--- src/rpd_pkg.sv ---
// Package of the RC PWM pulse decoder: field widths, register indexes,
// reset values, controller states, and the command and status structs.
package rpd_pkg;

    localparam int PULSE_W   = 15;
    localparam int PERIOD_W  = 16;
    localparam int TIMEOUT_W = 24;
    localparam int PCT_W     = 7;
    localparam int CFG_W     = 24;
    localparam int CFG_IDX_W = 3;
    localparam int CNT_W     = 3;
    // Scaled numerator (pulse - min) * 100 fits in 22 bits.
    localparam int NUM_W     = 22;
    localparam int DIV_W     = PULSE_W + PCT_W - 1;

    localparam logic [PCT_W-1:0] PCT_FULL = 7'd100;

    typedef logic [CFG_IDX_W-1:0] cfg_idx_t;

    localparam cfg_idx_t REG_MIN_PULSE  = 3'd0;
    localparam cfg_idx_t REG_MAX_PULSE  = 3'd1;
    localparam cfg_idx_t REG_MIN_PERIOD = 3'd2;
    localparam cfg_idx_t REG_MAX_PERIOD = 3'd3;
    localparam cfg_idx_t REG_TIMEOUT    = 3'd4;

    localparam logic [PULSE_W-1:0]   RST_MIN_PULSE  = 15'd1000;
    localparam logic [PULSE_W-1:0]   RST_MAX_PULSE  = 15'd2000;
    localparam logic [PERIOD_W-1:0]  RST_MIN_PERIOD = 16'd10000;
    localparam logic [PERIOD_W-1:0]  RST_MAX_PERIOD = 16'd30000;
    localparam logic [TIMEOUT_W-1:0] RST_TIMEOUT    = 24'd100000;

    typedef enum logic [2:0] {
        ST_IDLE,
        ST_SYMBOL,
        ST_COMMIT,
        ST_AGE,
        ST_PREP,
        ST_DIVIDE,
        ST_RESULT
    } ctl_state_t;

    // Commands from the controller to the datapath.
    typedef struct packed {
        logic take;
        logic measure;
        logic eval_symbol;
        logic commit;
        logic prep;
        logic div_step;
        logic publish;
    } ctl_cmd_t;

    // Status from the datapath to the controller.
    typedef struct packed {
        logic in_valid;
        logic in_action;
        logic is_last;
        logic div_skip;
        logic div_last;
        logic out_free;
    } ctl_status_t;

endpackage

--- src/rpd_if.sv ---
// Channel interfaces of the RC PWM pulse decoder: the item channel and the
// result channel. Depends on rpd_pkg.
interface rpd_item_if #(
    parameter int TIMESTAMP_BITS = 48,
    parameter int DURATION_BITS  = 15
);
    logic                      valid;
    logic                      ready;
    logic                      action;
    logic                      level_first;
    logic [DURATION_BITS-1:0]  duration_first;
    logic                      level_second;
    logic [DURATION_BITS-1:0]  duration_second;
    logic                      batch_last;
    logic [TIMESTAMP_BITS-1:0] now_us;

    modport source (
        output valid, action, level_first, duration_first, level_second,
               duration_second, batch_last, now_us,
        input  ready
    );
    modport sink (
        input  valid, action, level_first, duration_first, level_second,
               duration_second, batch_last, now_us,
        output ready
    );
endinterface

interface rpd_result_if;
    import rpd_pkg::*;

    logic                valid;
    logic                ready;
    logic [PULSE_W-1:0]  pulse_width;
    logic [PERIOD_W-1:0] period_width;
    logic                signal_ok;
    logic [PCT_W-1:0]    percentage;

    modport source (
        output valid, pulse_width, period_width, signal_ok, percentage,
        input  ready
    );
    modport sink (
        input  valid, pulse_width, period_width, signal_ok, percentage,
        output ready
    );
endinterface

--- src/rc_pwm_pulse_decoder.sv ---
// Top level of the RC PWM pulse decoder: controller plus datapath.
// Depends on rpd_pkg, rpd_if.sv, rpd_ctrl and rpd_datapath.
//
// The block takes one item at a time. A symbol is evaluated in the symbol
// state; a commit state follows to commit pulse, period and update time when
// it closes a batch. A query runs the age and prep states, then the 7-step
// restoring divider for (pulse - min_pulse) * 100 / span, one quotient bit per
// cycle, unless the percentage is settled without division (signal lost, pulse
// out of bounds or zero span). The finished result sits in an output register,
// so the next item is taken while it waits. Configuration registers are
// written through cfg_we, cfg_index and cfg_data; the user must write them
// only while the block is idle (not enforced); writes beyond index 4 are ignored.
module rc_pwm_pulse_decoder #(
    parameter int TIMESTAMP_BITS = 48,
    parameter int DURATION_BITS  = 15
) (
    input  logic                      clk,
    input  logic                      rst_n,
    rpd_item_if.sink                  item,
    rpd_result_if.source              result,
    input  logic                      cfg_we,
    input  rpd_pkg::cfg_idx_t         cfg_index,
    input  logic [rpd_pkg::CFG_W-1:0] cfg_data
);
    import rpd_pkg::*;

    ctl_cmd_t    cmd;
    ctl_status_t status;

    rpd_ctrl u_ctrl (
        .clk    (clk),
        .rst_n  (rst_n),
        .status (status),
        .cmd    (cmd)
    );

    rpd_datapath #(
        .TIMESTAMP_BITS (TIMESTAMP_BITS),
        .DURATION_BITS  (DURATION_BITS)
    ) u_datapath (
        .clk       (clk),
        .rst_n     (rst_n),
        .item      (item),
        .result    (result),
        .cfg_we    (cfg_we),
        .cfg_index (cfg_index),
        .cfg_data  (cfg_data),
        .cmd       (cmd),
        .status    (status)
    );

endmodule

--- src/rpd_ctrl.sv ---
// Controller state machine of the RC PWM pulse decoder.
// Depends on rpd_pkg; drives the datapath through ctl_cmd_t.
module rpd_ctrl (
    input  logic                 clk,
    input  logic                 rst_n,
    input  rpd_pkg::ctl_status_t status,
    output rpd_pkg::ctl_cmd_t    cmd
);
    import rpd_pkg::*;

    ctl_state_t state_reg;
    ctl_state_t state_next;

    // State register.
    always_ff @(posedge clk or negedge rst_n)
    begin
        if (!rst_n)
        begin
            state_reg <= ST_IDLE;
        end
        else
        begin
            state_reg <= state_next;
        end
    end

    // Next-state logic.
    always_comb
    begin
        state_next = state_reg;
        case (state_reg)
            ST_IDLE:
            begin
                if (status.in_valid)
                begin
                    state_next = status.in_action ? ST_AGE : ST_SYMBOL;
                end
            end
            ST_SYMBOL:
            begin
                state_next = status.is_last ? ST_COMMIT : ST_IDLE;
            end
            ST_COMMIT:
            begin
                state_next = ST_IDLE;
            end
            ST_AGE:
            begin
                state_next = ST_PREP;
            end
            ST_PREP:
            begin
                state_next = status.div_skip ? ST_RESULT : ST_DIVIDE;
            end
            ST_DIVIDE:
            begin
                if (status.div_last)
                begin
                    state_next = ST_RESULT;
                end
            end
            ST_RESULT:
            begin
                if (status.out_free)
                begin
                    state_next = ST_IDLE;
                end
            end
            default:
            begin
                state_next = ST_IDLE;
            end
        endcase
    end

    // Output logic.
    always_comb
    begin
        cmd = '0;
        case (state_reg)
            ST_IDLE:   cmd.take = 1'b1;
            ST_SYMBOL:
            begin
                cmd.eval_symbol = 1'b1;
                cmd.measure     = 1'b1;
            end
            ST_COMMIT: cmd.commit = 1'b1;
            ST_AGE:    cmd.measure = 1'b1;
            ST_PREP:   cmd.prep = 1'b1;
            ST_DIVIDE: cmd.div_step = 1'b1;
            ST_RESULT: cmd.publish = status.out_free;
            default:   cmd = '0;
        endcase
    end

endmodule

--- src/rpd_datapath.sv ---
// Datapath of the RC PWM pulse decoder: configuration registers, item
// capture, batch and timing state, percentage divider and result register.
// Depends on rpd_pkg and the channel interfaces in rpd_if.sv.
module rpd_datapath #(
    parameter int TIMESTAMP_BITS = 48,
    parameter int DURATION_BITS  = 15
) (
    input  logic                      clk,
    input  logic                      rst_n,
    rpd_item_if.sink                  item,
    rpd_result_if.source              result,
    input  logic                      cfg_we,
    input  rpd_pkg::cfg_idx_t         cfg_index,
    input  logic [rpd_pkg::CFG_W-1:0] cfg_data,
    input  rpd_pkg::ctl_cmd_t         cmd,
    output rpd_pkg::ctl_status_t      status
);
    import rpd_pkg::*;

    localparam int TS_W = TIMESTAMP_BITS;
    localparam int HW   = 16;

    // Configuration registers.
    logic [PULSE_W-1:0]   min_pulse_reg;
    logic [PULSE_W-1:0]   max_pulse_reg;
    logic [PERIOD_W-1:0]  min_period_reg;
    logic [PERIOD_W-1:0]  max_period_reg;
    logic [TIMEOUT_W-1:0] timeout_reg;

    // Captured item.
    logic                     lv0_reg;
    logic                     lv1_reg;
    logic [DURATION_BITS-1:0] d0_reg;
    logic [DURATION_BITS-1:0] d1_reg;
    logic                     last_reg;
    logic [TS_W-1:0]          now_reg;

    // Decoder state.
    logic [PULSE_W-1:0]  stored_pulse_reg;
    logic [PERIOD_W-1:0] stored_period_reg;
    logic [TS_W-1:0]     last_update_reg;
    logic                has_update_reg;
    logic [PULSE_W-1:0]  batch_pulse_reg;
    logic                batch_found_reg;

    // Elapsed time since the last update.
    logic [TS_W-1:0] diff_reg;
    logic            borrow_reg;
    logic [TS_W:0]   diff_full;
    logic            after_last;

    // Percentage divider.
    logic             sig_valid_reg;
    logic [NUM_W-1:0] rem_reg;
    logic [DIV_W-1:0] div_reg;
    logic [PCT_W-1:0] pct_reg;
    logic [CNT_W-1:0] cnt_reg;

    // Result register.
    logic                out_valid_reg;
    logic [PULSE_W-1:0]  out_pulse_reg;
    logic [PERIOD_W-1:0] out_period_reg;
    logic                out_sig_valid_reg;
    logic [PCT_W-1:0]    out_pct_reg;

    // Combinational helpers.
    logic [HW-1:0]      high_time;
    logic               high_ok;
    logic               period_ok;
    logic               age_ok;
    logic               valid_now;
    logic               skip;
    logic [PCT_W-1:0]   skip_pct;
    logic [PULSE_W-1:0] span;
    logic [PULSE_W-1:0] offset;
    logic [NUM_W-1:0]   scaled;
    logic               ge;

    // Configuration writes; indexes beyond the list are ignored.
    always_ff @(posedge clk or negedge rst_n)
    begin
        if (!rst_n)
        begin
            min_pulse_reg  <= RST_MIN_PULSE;
            max_pulse_reg  <= RST_MAX_PULSE;
            min_period_reg <= RST_MIN_PERIOD;
            max_period_reg <= RST_MAX_PERIOD;
            timeout_reg    <= RST_TIMEOUT;
        end
        else if (cfg_we)
        begin
            case (cfg_index)
                REG_MIN_PULSE:  min_pulse_reg  <= cfg_data[PULSE_W-1:0];
                REG_MAX_PULSE:  max_pulse_reg  <= cfg_data[PULSE_W-1:0];
                REG_MIN_PERIOD: min_period_reg <= cfg_data[PERIOD_W-1:0];
                REG_MAX_PERIOD: max_period_reg <= cfg_data[PERIOD_W-1:0];
                REG_TIMEOUT:    timeout_reg    <= cfg_data[TIMEOUT_W-1:0];
                default:        ;
            endcase
        end
    end

    // Item capture on an accepted beat.
    assign item.ready = cmd.take;

    always_ff @(posedge clk)
    begin
        if (cmd.take && item.valid)
        begin
            lv0_reg  <= item.level_first;
            lv1_reg  <= item.level_second;
            d0_reg   <= item.duration_first;
            d1_reg   <= item.duration_second;
            last_reg <= item.batch_last;
            now_reg  <= item.now_us;
        end
    end

    // Elapsed time: one wide subtract, the borrow marks a timestamp before the
    // last update.
    assign diff_full  = {1'b0, now_reg} - {1'b0, last_update_reg};
    assign after_last = !borrow_reg && (diff_reg != '0);

    always_ff @(posedge clk)
    begin
        if (cmd.measure)
        begin
            diff_reg   <= diff_full[TS_W-1:0];
            borrow_reg <= diff_full[TS_W];
        end
    end

    // High time of the symbol and its bounds check.
    always_comb
    begin
        high_time = '0;
        high_ok   = 1'b0;
        if (lv0_reg && !lv1_reg)
        begin
            high_time = HW'(d0_reg);
            high_ok   = 1'b1;
        end
        else if (!lv0_reg && lv1_reg)
        begin
            high_time = HW'(d1_reg);
            high_ok   = 1'b1;
        end
        if (high_time < HW'(min_pulse_reg) || high_time > HW'(max_pulse_reg))
        begin
            high_ok = 1'b0;
        end
    end

    // Period window check at the batch commit.
    assign period_ok = has_update_reg && after_last
                       && diff_reg >= TS_W'(min_period_reg)
                       && diff_reg <= TS_W'(max_period_reg);

    // Batch and stored timing state.
    always_ff @(posedge clk or negedge rst_n)
    begin
        if (!rst_n)
        begin
            stored_pulse_reg  <= '0;
            stored_period_reg <= '0;
            last_update_reg   <= '0;
            has_update_reg    <= 1'b0;
            batch_pulse_reg   <= '0;
            batch_found_reg   <= 1'b0;
        end
        else
        begin
            if (cmd.eval_symbol && high_ok)
            begin
                batch_pulse_reg <= high_time[PULSE_W-1:0];
                batch_found_reg <= 1'b1;
            end
            if (cmd.commit)
            begin
                if (batch_found_reg)
                begin
                    if (period_ok)
                    begin
                        stored_period_reg <= diff_reg[PERIOD_W-1:0];
                    end
                    stored_pulse_reg <= batch_pulse_reg;
                    last_update_reg  <= now_reg;
                    has_update_reg   <= 1'b1;
                end
                batch_found_reg <= 1'b0;
            end
        end
    end

    // Query preparation: validity, trivial percentages and divider setup.
    assign age_ok    = !after_last || diff_reg <= TS_W'(timeout_reg);
    assign valid_now = has_update_reg && age_ok;
    assign span      = max_pulse_reg - min_pulse_reg;
    assign offset    = stored_pulse_reg - min_pulse_reg;
    assign scaled    = NUM_W'(offset) * NUM_W'(PCT_FULL);

    always_comb
    begin
        skip     = 1'b1;
        skip_pct = '0;
        if (!valid_now || stored_pulse_reg < min_pulse_reg)
        begin
            skip_pct = '0;
        end
        else if (stored_pulse_reg > max_pulse_reg)
        begin
            skip_pct = PCT_FULL;
        end
        else if (span == '0)
        begin
            skip_pct = '0;
        end
        else
        begin
            skip = 1'b0;
        end
    end

    // Restoring divider, one quotient bit per step, most significant first.
    assign ge = rem_reg >= NUM_W'(div_reg);

    always_ff @(posedge clk)
    begin
        if (cmd.prep)
        begin
            sig_valid_reg <= valid_now;
            rem_reg       <= scaled;
            div_reg       <= {span, {(PCT_W-1){1'b0}}};
            cnt_reg       <= CNT_W'(PCT_W - 1);
            pct_reg       <= skip ? skip_pct : '0;
        end
        else if (cmd.div_step)
        begin
            if (ge)
            begin
                rem_reg <= rem_reg - NUM_W'(div_reg);
            end
            pct_reg <= {pct_reg[PCT_W-2:0], ge};
            div_reg <= div_reg >> 1;
            cnt_reg <= cnt_reg - CNT_W'(1);
        end
    end

    // Result register: a finished result waits here while the next item is
    // taken.
    always_ff @(posedge clk or negedge rst_n)
    begin
        if (!rst_n)
        begin
            out_valid_reg <= 1'b0;
        end
        else if (cmd.publish)
        begin
            out_valid_reg <= 1'b1;
        end
        else if (result.ready)
        begin
            out_valid_reg <= 1'b0;
        end
    end

    always_ff @(posedge clk)
    begin
        if (cmd.publish)
        begin
            out_pulse_reg     <= stored_pulse_reg;
            out_period_reg    <= stored_period_reg;
            out_sig_valid_reg <= sig_valid_reg;
            out_pct_reg       <= pct_reg;
        end
    end

    assign result.valid        = out_valid_reg;
    assign result.pulse_width  = out_pulse_reg;
    assign result.period_width = out_period_reg;
    assign result.signal_ok    = out_sig_valid_reg;
    assign result.percentage   = out_pct_reg;

    // Status to the controller.
    always_comb
    begin
        status.in_valid  = item.valid;
        status.in_action = item.action;
        status.is_last   = last_reg;
        status.div_skip  = skip;
        status.div_last  = (cnt_reg == '0);
        status.out_free  = !out_valid_reg || result.ready;
    end

endmodule

--- src/flat_wrapper.sv ---
// flat-port wrapper written by rule: the top's interface ports become plain ports
module rc_pwm_pulse_decoder_flat import rpd_pkg::*;
#(
    parameter int TIMESTAMP_BITS = 48,
    parameter int DURATION_BITS  = 15
)
  (clk, rst_n, cfg_we, cfg_index, cfg_data, item_valid, item_action, item_level_first, item_duration_first, item_level_second, item_duration_second, item_batch_last, item_now_us, item_ready, result_valid, result_pulse_width, result_period_width, result_signal_ok, result_percentage, result_ready);
  rpd_item_if #(.TIMESTAMP_BITS(TIMESTAMP_BITS), .DURATION_BITS(DURATION_BITS)) item_i ();
  rpd_result_if result_i ();
  input  logic clk;
  input  logic rst_n;
  input  logic cfg_we;
  input  rpd_pkg::cfg_idx_t cfg_index;
  input  logic [rpd_pkg::CFG_W-1:0] cfg_data;
  input wire logic [$bits(item_i.valid)-1:0] item_valid;
  input wire logic [$bits(item_i.action)-1:0] item_action;
  input wire logic [$bits(item_i.level_first)-1:0] item_level_first;
  input wire logic [$bits(item_i.duration_first)-1:0] item_duration_first;
  input wire logic [$bits(item_i.level_second)-1:0] item_level_second;
  input wire logic [$bits(item_i.duration_second)-1:0] item_duration_second;
  input wire logic [$bits(item_i.batch_last)-1:0] item_batch_last;
  input wire logic [$bits(item_i.now_us)-1:0] item_now_us;
  output wire logic [$bits(item_i.ready)-1:0] item_ready;
  output wire logic [$bits(result_i.valid)-1:0] result_valid;
  output wire logic [$bits(result_i.pulse_width)-1:0] result_pulse_width;
  output wire logic [$bits(result_i.period_width)-1:0] result_period_width;
  output wire logic [$bits(result_i.signal_ok)-1:0] result_signal_ok;
  output wire logic [$bits(result_i.percentage)-1:0] result_percentage;
  input wire logic [$bits(result_i.ready)-1:0] result_ready;
  assign item_i.valid = item_valid;
  assign item_i.action = item_action;
  assign item_i.level_first = item_level_first;
  assign item_i.duration_first = item_duration_first;
  assign item_i.level_second = item_level_second;
  assign item_i.duration_second = item_duration_second;
  assign item_i.batch_last = item_batch_last;
  assign item_i.now_us = item_now_us;
  assign item_ready = item_i.ready;
  assign result_valid = result_i.valid;
  assign result_pulse_width = result_i.pulse_width;
  assign result_period_width = result_i.period_width;
  assign result_signal_ok = result_i.signal_ok;
  assign result_percentage = result_i.percentage;
  assign result_i.ready = result_ready;
  rc_pwm_pulse_decoder #(.TIMESTAMP_BITS(TIMESTAMP_BITS), .DURATION_BITS(DURATION_BITS)) u_core (.clk(clk), .rst_n(rst_n), .item(item_i), .result(result_i), .cfg_we(cfg_we), .cfg_index(cfg_index), .cfg_data(cfg_data));
endmodule
--- config.mk ---
export PLATFORM = sky130hd
export DESIGN_NAME = rc_pwm_pulse_decoder_flat
export DESIGN_NICKNAME = d
export VERILOG_FILES = /design/src/rpd_pkg.sv /design/src/rpd_if.sv /design/src/rc_pwm_pulse_decoder.sv /design/src/rpd_ctrl.sv /design/src/rpd_datapath.sv /design/src/flat_wrapper.sv
export SDC_FILE = /design/constraint.sdc
export NUM_CORES = 1
export LEC_CHECK = 0
export ABC_AREA = 1
export BUFFER_PORTS_ARGS = -buffer_cell sky130_fd_sc_hd__buf_2
export CAP_MARGIN = 15
export CORE_UTILIZATION = 40
export CTS_BUF_LIST = sky130_fd_sc_hd__clkbuf_8 sky130_fd_sc_hd__clkbuf_16
export DETAILED_ROUTE_END_ITERATION = 6
export GPL_ROUTABILITY_DRIVEN = 0
export PLACE_DENSITY = 0.57
export SYNTH_ARGS = -nofsm -noshare
export SYNTH_HDL_FRONTEND = slang
export SYNTH_HIERARCHICAL = 1
export SYNTH_SLANG_ARGS = --single-unit
--- constraint.sdc ---
create_clock -name clk -period 6.4 [get_ports clk]
set_clock_uncertainty 0.2 [all_clocks]
set_input_delay 1.92 -clock clk [delete_from_list [all_inputs] [get_ports clk]]
set_output_delay 1.92 -clock clk [all_outputs]
set_load 0.1 [all_outputs]
; After elaboration in Yosys (flattened, before gate mapping)
; Index checks and enable logic that the tools add are counted.
[word_totals]
output_inout_bits = 41
ff_bits = 409
latchBits = 0
romBits = 0
in_bits = 114
wordCells = 134
ram_bits = 0
mem_count = 0
[op_classes]
eq_ne = 13
mul = 1
magnitude_cmp = 8
n_mux = 36
addsub = 5
n_bitwise = 0
n_div = 0
reduce_logical = 39
n_shift = 0
[op_table]
columns = cell, count
row1 = 22-bit 2-to-1 mux, 3
row2 = 48-bit by 48-bit subtractor with 49-bit output, 1
row3 = 48-bit by 16-bit >= comparator with 1-bit output, 1
row4 = 48-bit by 16-bit <= comparator with 1-bit output, 1
row5 = 48-bit by 24-bit <= comparator with 1-bit output, 1
row6 = 48-bit nonzero test, 1
row7 = 21-bit 2-to-1 mux, 2
row8 = 7-bit 2-to-1 mux, 5
row9 = 15-bit 2-to-1 mux, 2
row10 = 15-bit subtractor, 2
row11 = 22-bit by 21-bit >= comparator with 1-bit output, 1
row12 = 22-bit by 21-bit subtractor with 22-bit output, 1
row13 = "15-bit by 5-bit multiplier with 20-bit output, second input constant", 1
row14 = 3-bit one-hot mux with 6 select lines, 1
row15 = 1-bit 2-to-1 mux, 17
row16 = 16-bit by 15-bit > comparator with 1-bit output, 1
row17 = 16-bit by 15-bit < comparator with 1-bit output, 1
row18 = 2-bit AND reduction, 8
row19 = 15-bit > comparator, 1
row20 = 15-bit zero test, 1
row21 = 15-bit < comparator, 1
row22 = "3-bit by 2-bit == test with 1-bit output, second input constant", 4
row23 = "3-bit == test, second input constant", 4
row24 = 1-bit logical AND, 9
row25 = other kinds (12), 32

; Depth between registers and ports, before layout
; Gate-level depths: netlist (run 1).
[logic_depth]
depth_word = 10
ltp_mapped = 28
mapped_depth_nobuf = 28

; Hierarchy
; The synthesis (run 1) kept the hierarchy.
[by_module_without_submodules]
columns = mod, cells_per_inst, instances, seq_area_each_um2, area_each_um2
row1 = rpd_datapath, 2898, 1, 11203.2, 24922.7
row2 = rpd_ctrl, 42, 1, 75.1, 307.8

; Worst setup path after synthesis (run 1)
; OpenSTA, ideal clock, no wires.
[synth_path]
kind = in2reg
from = input result_ready
to = register u_core.u_datapath.out_pct_reg[0], in the netlist u_core/u_datapath/result.percentage[0] (enable)
path_slack_ns = -0.207
required_ns = 5.664
n_path_buf = 0
cell_stages = 4
t_arrival_ns = 5.871
setup_ns = 0.536
cell_sequence = inv_1 -> nand2_1 -> inv_1 -> nor4_1
[synth_rtl]
columns = element, line_no
row1 = from (decl), flat_wrapper.sv:29  ; input wire logic [$bits(result_i.ready)-1:0] result_ready;
row2 = to (signal assigned), rpd_datapath.sv:274  ; out_pct_reg <= pct_reg;
row3 = to (decl), rpd_datapath.sv:64  ; logic [PCT_W-1:0] out_pct_reg;

; Final worst setup path (run 1)
[layout_path]
from = register u_core.u_datapath.stored_pulse_reg[0]
to = register u_core.u_datapath.rem_reg[20], data pin
[layout_via]
elab_chain_len = 3
[layout_lines]
columns = element, line_no
row1 = from (decl), rpd_datapath.sv:39  ; logic [PULSE_W-1:0] stored_pulse_reg;
row2 = from (signal assigned), rpd_datapath.sv:186  ; stored_pulse_reg <= batch_pulse_reg;
row3 = 15-bit subtractor, rpd_datapath.sv:199  ; assign offset = stored_pulse_reg - min_pulse_reg;
row4 = 15-bit by 5-bit multiplier with 20-bit output, rpd_datapath.sv:200  ; assign scaled = NUM_W'(offset) * NUM_W'(PCT_FULL);
row5 = 22-bit 2-to-1 mux, rpd_datapath.sv:229  ; if (cmd.prep)
row6 = to (signal assigned), rpd_datapath.sv:232  ; rem_reg <= scaled;
row7 = to (signal assigned), rpd_datapath.sv:241  ; rem_reg <= rem_reg - NUM_W'(div_reg);
row8 = to (decl), rpd_datapath.sv:54  ; logic [NUM_W-1:0] rem_reg;
; No other way between the ends.
; A chain may end at the register's enable or synchronous reset.

==> results of run 1 <==
area by class of cell:
class | instances | area share
multi-input cells | 2050 | 0.424
well taps | 837 | 0.0367
flip-flops and latches | 409 | 0.395
inverters | 428 | 0.0565
clock inverters | 34 | 0.0112
clock buffers | 53 | 0.0449
repair buffers | 166 | 0.0314
cells by family (layout without fill, tap and decap cells):
kind of cell	count (synthesis)	in the layout	share of synthesized area
DFF	409	409	0.447
muxes	14	14	0.00625
AOI/OAI and AO/OA	519	519	0.115
adders and majority gates	265	265	0.135
xor gates and xnor gates	80	80	0.0278
and+or+nand+nor	1172	1172	0.194
buffers and inverters	481	681	0.0746
cell usage in the layout (no fill, tap or decap), drive strengths merged, types with 16 or more instances in the layout:
| master | netlist | routed |
|---|---|---|
| dfrtp | 156 | 156 |
| nand3 | 135 | 135 |
| xor2 | 56 | 56 |
| o21ai | 196 | 196 |
| nor3 | 28 | 28 |
| buf | 20 | 164 |
| a21oi | 234 | 234 |
| edfxtp | 212 | 212 |
| clkbuf | 33 | 55 |
| inv | 427 | 437 |
| ha | 252 | 252 |
| xnor2 | 24 | 24 |
| dfstp | 30 | 30 |
| clkinv | 1 | 16 |
| nor2 | 301 | 301 |
| nand2 | 660 | 660 |
| nand4 | 29 | 29 |
routing by layer:
layer,share of wire,vias up,GRT usage
met3,0.072,79,0.0413
met1,0.48,9423,0.306
met4,0.019,0,0.0535
li1,-,10100,-
met2,0.43,616,0.321
met5,0,-,0
how the worst max path moves through the flow:
| stage | end | from | slack (ns) |
|---|---|---|---|
| floorplan | u_core/u_datapath/result.percentage[0] | result_ready | 1.47 |
| global route | u_core/u_datapath/rem_reg[21] | u_core/u_datapath/min_pulse_reg[2] | 1.05 |
| global placement | u_core/u_datapath/rem_reg[21] | u_core/u_datapath/min_pulse_reg[3] | 1.54 |
| CTS | u_core/u_datapath/rem_reg[21] | u_core/u_datapath/min_pulse_reg[2] | 1.40 |
| detailed placement | u_core/u_datapath/rem_reg[21] | u_core/u_datapath/min_pulse_reg[2] | 1.44 |
| finish | u_core/u_datapath/rem_reg[20] | u_core/u_datapath/stored_pulse_reg[0] | 1.38 |
metrics by stage:
step	std cells	hold WS (ns)	utilization	area (sq um)	setup slack, ns
finish	3977	0.229	0.460	28500	1.38
global route	3977	0.241	0.460	28500	1.05
CTS	3974	0.232	0.459	28500	1.40
detailed placement	3887	0.216	0.433	26900	1.44
global placement	3887	0.203	0.433	26900	1.54
floorplan	2940	0.200	-	25200	1.47
critical path: cells and delay by family (launching register included):
kind | cells | cell delay [ns]
xor gates and xnor gates | 1 | 0.24
AOI/OAI and AO/OA | 6 | 1.12
adders and majority gates | 6 | 1.98
and+or+nand+nor | 6 | 0.57
DFF | 1 | 0.37
buffers and inverters | 4 | 0.27
==> metrics.csv, run 1 <==
stage,metric,value,unit
final_layout,n_antenna_cell,0,
logic_synthesis,synth_top_area_cell,edfxtp_1,
logic_synthesis,yosysMostFrequentCell,nand2_1,
hold_path,hold_depth,0,
logic_synthesis,synth.cells.most_frequent,"nand2_1 (648), inv_1 (423), nor2_1 (295)",
logic_synthesis,synthDistinctLibCells,59,
hold_path,min_path_type,register to register,
logic_synthesis,synth-edff-count,212,
logic_synthesis,yosysWarnings,6,
setup_path,crit_slowest_cell,fa_1,
drt,dr_total_vias,20200,
setup_path,r2r_cells,23,
setup_path,crit_arrival,5.15,ns
hold_path,min_from,u_core/u_datapath/pct_reg[6],
outcome,status,finished with violations,
drt,drc,5,
final_layout,fillers,6030,
setup_path,timing.critical_path.to_type,register,
die,fp.dieH,253,microns
sta,relSlewSlack,0.248,
die,dieWidth,253,microns
clock_network,numCtsBuffers,47,
clock_network,clk-insertion-delay-late,0.59,ns
sta,slew_violations,0,
logic_synthesis,ys_seq_area_frac,0.447,
logic_synthesis,synth_area,0.0252,sq mm
setup_path,criticalPathCategory,register to register,
global_routing,overflow,0,
setup_path,reg2reg_slack,1.38,ns
die,pin_count,155,
drt,wl_per_cell,17.0,microns
clock_network,ctsHoldBuffers,0,
run,max-cap-violations,0,
sta,fmax,199,MHz
clock_network,cts.reportedPaths.clkPinSlew,0.06,ns
clock_network,ctsResizeCount,0,
outcome,violations,DRC,
setup_path,reg2reg_to,u_core/u_datapath/rem_reg[20],
sta,timing.setup.tns,0,ns
hold_path,min_to,u_core/u_datapath/result.percentage[6],
setup_path,r2r-start,u_core/u_datapath/stored_pulse_reg[0],
setup_path,path_cells,"inv_1, ha_1, inv_1, fa_1, nand3_1, nand2_1, nand2_1, o211ai_1, a21oi_4, xor2_1, ha_1, ha_1, inv_1, fa_1, inv_1, ha_1, nand2_1, o21ai_0, a21oi_1, nand2_1, a21oi_1, o21ai_0, nand2_1",
drt,postRouteAntennaNets,0,
global_routing,first_global_vias,19600,
sta,rsz0062_at_grt,no,
setup_path,cp-start-kind,register,
sta,finalCritPeriodShare,0.785,
clock_network,cts-root-buf,clkbuf_16,
setup_path,critPathMaxStageDelay,0.52,ns
drt,first_pass_iters,7,
sta,worst_pin_slew,1.13,ns
logic_synthesis,yosysTopAreaCellShare,0.252,
logic_synthesis,postSynth.asyncResetShare,0.455,
final_layout,multiInputGateArea,0.0121,sq mm
logic_synthesis,ys_seq_elements,409,
global_routing,grt_start_max_net_pins,139,
sta,hold_violations,0,
die,dieArea,0.0641,sq mm
logic_synthesis,avgSynthCellArea,8.58,sq um
die,start_util,0.407,
global_routing,track_usage,0.211,
final_layout,finalNetCount,3481,
logic_synthesis,synth_flop_cell,edfxtp_1,
final_layout,seqCellArea,0.0113,sq mm
clock_network,clock_sinks,409,
logic_synthesis,synth_nets,3319,
clock_network,cts_tree,done,
drt,routed_via_density,5.07,
clock_network,postCtsSetupBuffers,0,
setup_path,cpMostUsedCell,nand2_1,
setup_path,worstPathMaxFanout,5,
clock_network,htree_levels,2,
die,rows,91,
logic_synthesis,netlist_top_cells_area,"edfxtp_1 (25%), dfrtp_1 (15%), ha_1 (12%), nand2_1 (9.6%), inv_1 (6.3%)",
drt,drt_iter0_drc,1584,
place,hpwl,52400,microns
global_routing,grt_pass1_wl,106000,microns
drt,totalWireLength,67500,microns
die,core_area,0.0621,sq mm
sta,finalSetupViolCount,0,
place,io_buffers,154,
final_layout,layout-drive-gt1-share,0.110,
logic_synthesis,syn_inst,2940,
final_layout,area_growth,13.1,%
global_routing,antenna_found_initial,1,
sta,timing.final.crit_period,5.02,ns
setup_path,cp.required,6.52,ns
clock_network,cts_buffer_depth,3,
Power of run 1 is left out: the tool's default activity adds up to more than one toggle a clock period on the data nets, which glitch-free logic cannot reach.
==> run 2: changes to the inputs <==
Settings changed: PLACE_DENSITY 0.57 to 0.6.
Clock period 6.4 ns to 4.1 ns, I/O delays scaled along.
==> metrics.csv, run 2 (synthesis results as in run 1) <==
stage,metric,value,unit,change
outcome,status,finished with violations,,unchanged
outcome,violations,setup timing,,was DRC
sta,timing.hold.ws,0.222,ns,was 0.229 ns
global_routing,track_usage,0.211,,about the same
die,core_area,0.0621,sq mm,unchanged
clock_network,cts_tree,done,,unchanged
die,dieWidth,253,microns,unchanged
global_routing,antenna_found_initial,1,,unchanged
sta,fmax,225,MHz,was 199 MHz
die,dieArea,0.0641,sq mm,unchanged
global_routing,overflow,0,,unchanged
global_routing,grt_start_max_net_pins,98,,was 139
setup_path,r2r-start,u_core/u_datapath/stored_pulse_reg[0],,unchanged
sta,worst_pin_slew,1.04,ns,was 1.13 ns
drt,met3_length,3920,microns,was 4870 microns
setup_path,reg2reg_slack,-0.34,ns,was 1.38 ns
final_layout,fin_cells,4095,,was 3977
sta,finalCritPeriodShare,1.08,,was 0.785
place,hpwl,52800,microns,was 52400 microns
final_layout,layout-drive-gt1-share,0.175,,was 0.110
sta,hold_violations,0,,unchanged
final_layout,seqCellArea,0.0113,sq mm,unchanged
hold_path,min_path_type,register to register,,unchanged
drt,drt_iter0_drc,1405,,was 1584
sta,relSlewSlack,0.303,,was 0.248
global_routing,grt_pass1_wl,105000,microns,was 106000 microns
drt,routed.top_layer,met4,,unchanged
sta,rsz0062_at_grt,yes,,was no
sta,finalSetupViolCount,10,,was 0
die,pin_count,155,,unchanged
hold_path,min_from,u_core/u_datapath/pct_reg[6],,unchanged
drt,first_pass_iters,5,,was 7
setup_path,timing.critical_path.to_type,register,,unchanged
die,rows,91,,unchanged
drt,drc,0,,was 5
drt,routed-wl-met2,28900,microns,about the same
setup_path,crit_arrival,4.56,ns,was 5.15 ns
setup_path,critPathMaxStageDelay,0.51,ns,was 0.52 ns
drt,postRouteAntennaNets,0,,unchanged
drt,totalWireLength,67400,microns,was 67500 microns
setup_path,cp.required,4.23,ns,was 6.52 ns
final_layout,multiInputGateArea,0.0128,sq mm,was 0.0121 sq mm
final_layout,post-route-util,0.485,,was 0.460
setup_path,crit_slowest_cell,fa_1,,unchanged
drt,wl_per_cell,16.5,microns,was 17.0 microns
die,start_util,0.407,,unchanged
place,io_buffers,154,,unchanged
sta,timing.setup.tns,-2.49,ns,was 0 ns
drt,routed_via_density,4.98,,was 5.07
clock_network,cts-root-buf,clkbuf_16,,unchanged
setup_path,r2r_cells,26,,was 23
drt,dr_total_vias,20400,,was 20200
clock_network,cts_buffer_depth,3,,unchanged
setup_path,crit_start,u_core/u_datapath/stored_pulse_reg[0],,unchanged
drt,wl_met1,32600,microns,was 32400 microns
clock_network,numCtsBuffers,46,,was 47
sta,timing.final.crit_period,4.44,ns,was 5.02 ns
final_layout,area_growth,19.4,%,was 13.1%
final_layout,final_cell_mix,"nand2_1 (630), inv_1 (410), nor2_1 (287), ha_1 (226), a21oi_1 (214)",,"was nand2_1 (647), inv_1 (430), nor2_1 (295), ha_1 (252), a21oi_1 (228)"
setup_path,reg2reg_to,u_core/u_datapath/rem_reg[20],,unchanged
sta,postLayoutSetupSlackWorst,-0.336,ns,was 1.38 ns
place,place_inst,3992,,was 3887
clock_network,cts.reportedPaths.clkPinSlew,0.06,ns,about the same
setup_path,worstPathMaxFanout,4,,was 5
clock_network,htree_levels,2,,unchanged
clock_network,clock_sinks,409,,unchanged
clock_network,clk-insertion-delay-late,0.59,ns,about the same
run,max-cap-violations,0,,unchanged
final_layout,layout_commonest_cell,nand2_1,,unchanged
setup_path,critPathCapture,u_core/u_datapath/rem_reg[20],,unchanged
final_layout,finalNetCount,3600,,was 3481
final_layout,fillers,5940,,was 6030
setup_path,criticalPathCategory,register to register,,unchanged
die,fp.dieH,253,microns,unchanged
sta,slew_violations,0,,unchanged
global_routing,first_global_vias,19300,,was 19600
setup_path,cp-start-kind,register,,unchanged
-- run 2: cell types whose count changed in the layout (fill, tap and decap cells not counted), sizes merged --
cell	delta
bufinv	+1
inv	-1
diode	+1
clkinv	+3
buf	+121
clkbuf	-7
-- run 2: layer usage --
metal,global-route usage,up-vias
met5,0,-
met4,0.0686,0
met3,0.0332,111
met2,0.321,507
met1,0.304,9429
li1,-,10300
-- run 2: stage by stage --
stage / instance area [sq um] / setup WS, ns
floorplan: 25400 / -0.0806
global placement: 27900 / -0.354
detailed placement: 27900 / -0.407
CTS: 29700 / -0.336
global route: 30100 / -0.569
finish: 30100 / -0.336
-- run 2: worst min path at each step --
stage                                        endpoint  slack (ns)  cells past startpoint
2_1_floorplan  u_core/u_datapath/result.percentage[6]        0.20                      0
3_3_place_gp   u_core/u_datapath/result.percentage[6]        0.20                      0
3_5_place_dp   u_core/u_datapath/result.percentage[6]        0.21                      0
4_1_cts        u_core/u_datapath/result.percentage[6]        0.22                      0
5_1_grt        u_core/u_datapath/result.percentage[6]        0.24                      0
6_report       u_core/u_datapath/result.percentage[6]        0.22                      0
-- run 2: final cells by class --
cell class | instances | share of cell area
sequential | 409 | 0.375
timing repair buffer | 286 | 0.0604
clock inverter | 37 | 0.0120
antenna | 1 | 0.0000831
inverter | 428 | 0.0536
tap | 837 | 0.0348
multi-input combinational | 2050 | 0.426
clock buffer | 47 | 0.0387
-- run 2: critical path: cells and delay by family (launching register included) --
family	cells	cell delay [ns]
buf+inv	7	0.65
compound gates	3	0.23
flops	1	0.40
fa+ha+maj	6	1.85
simple gates	9	0.77
xor+xnor	1	0.11
-- run 2: repair_timing --
item                                    4_1_cts  5_1_grt
endpoints found under the setup margin       11       13
hold buffers                                  0        0
setup buffers                                 8       10
pin swaps                                    24       43
hold endpoints to repair                      0        0
resized for setup                            50       67
Power of run 2 is left out for the same reason.
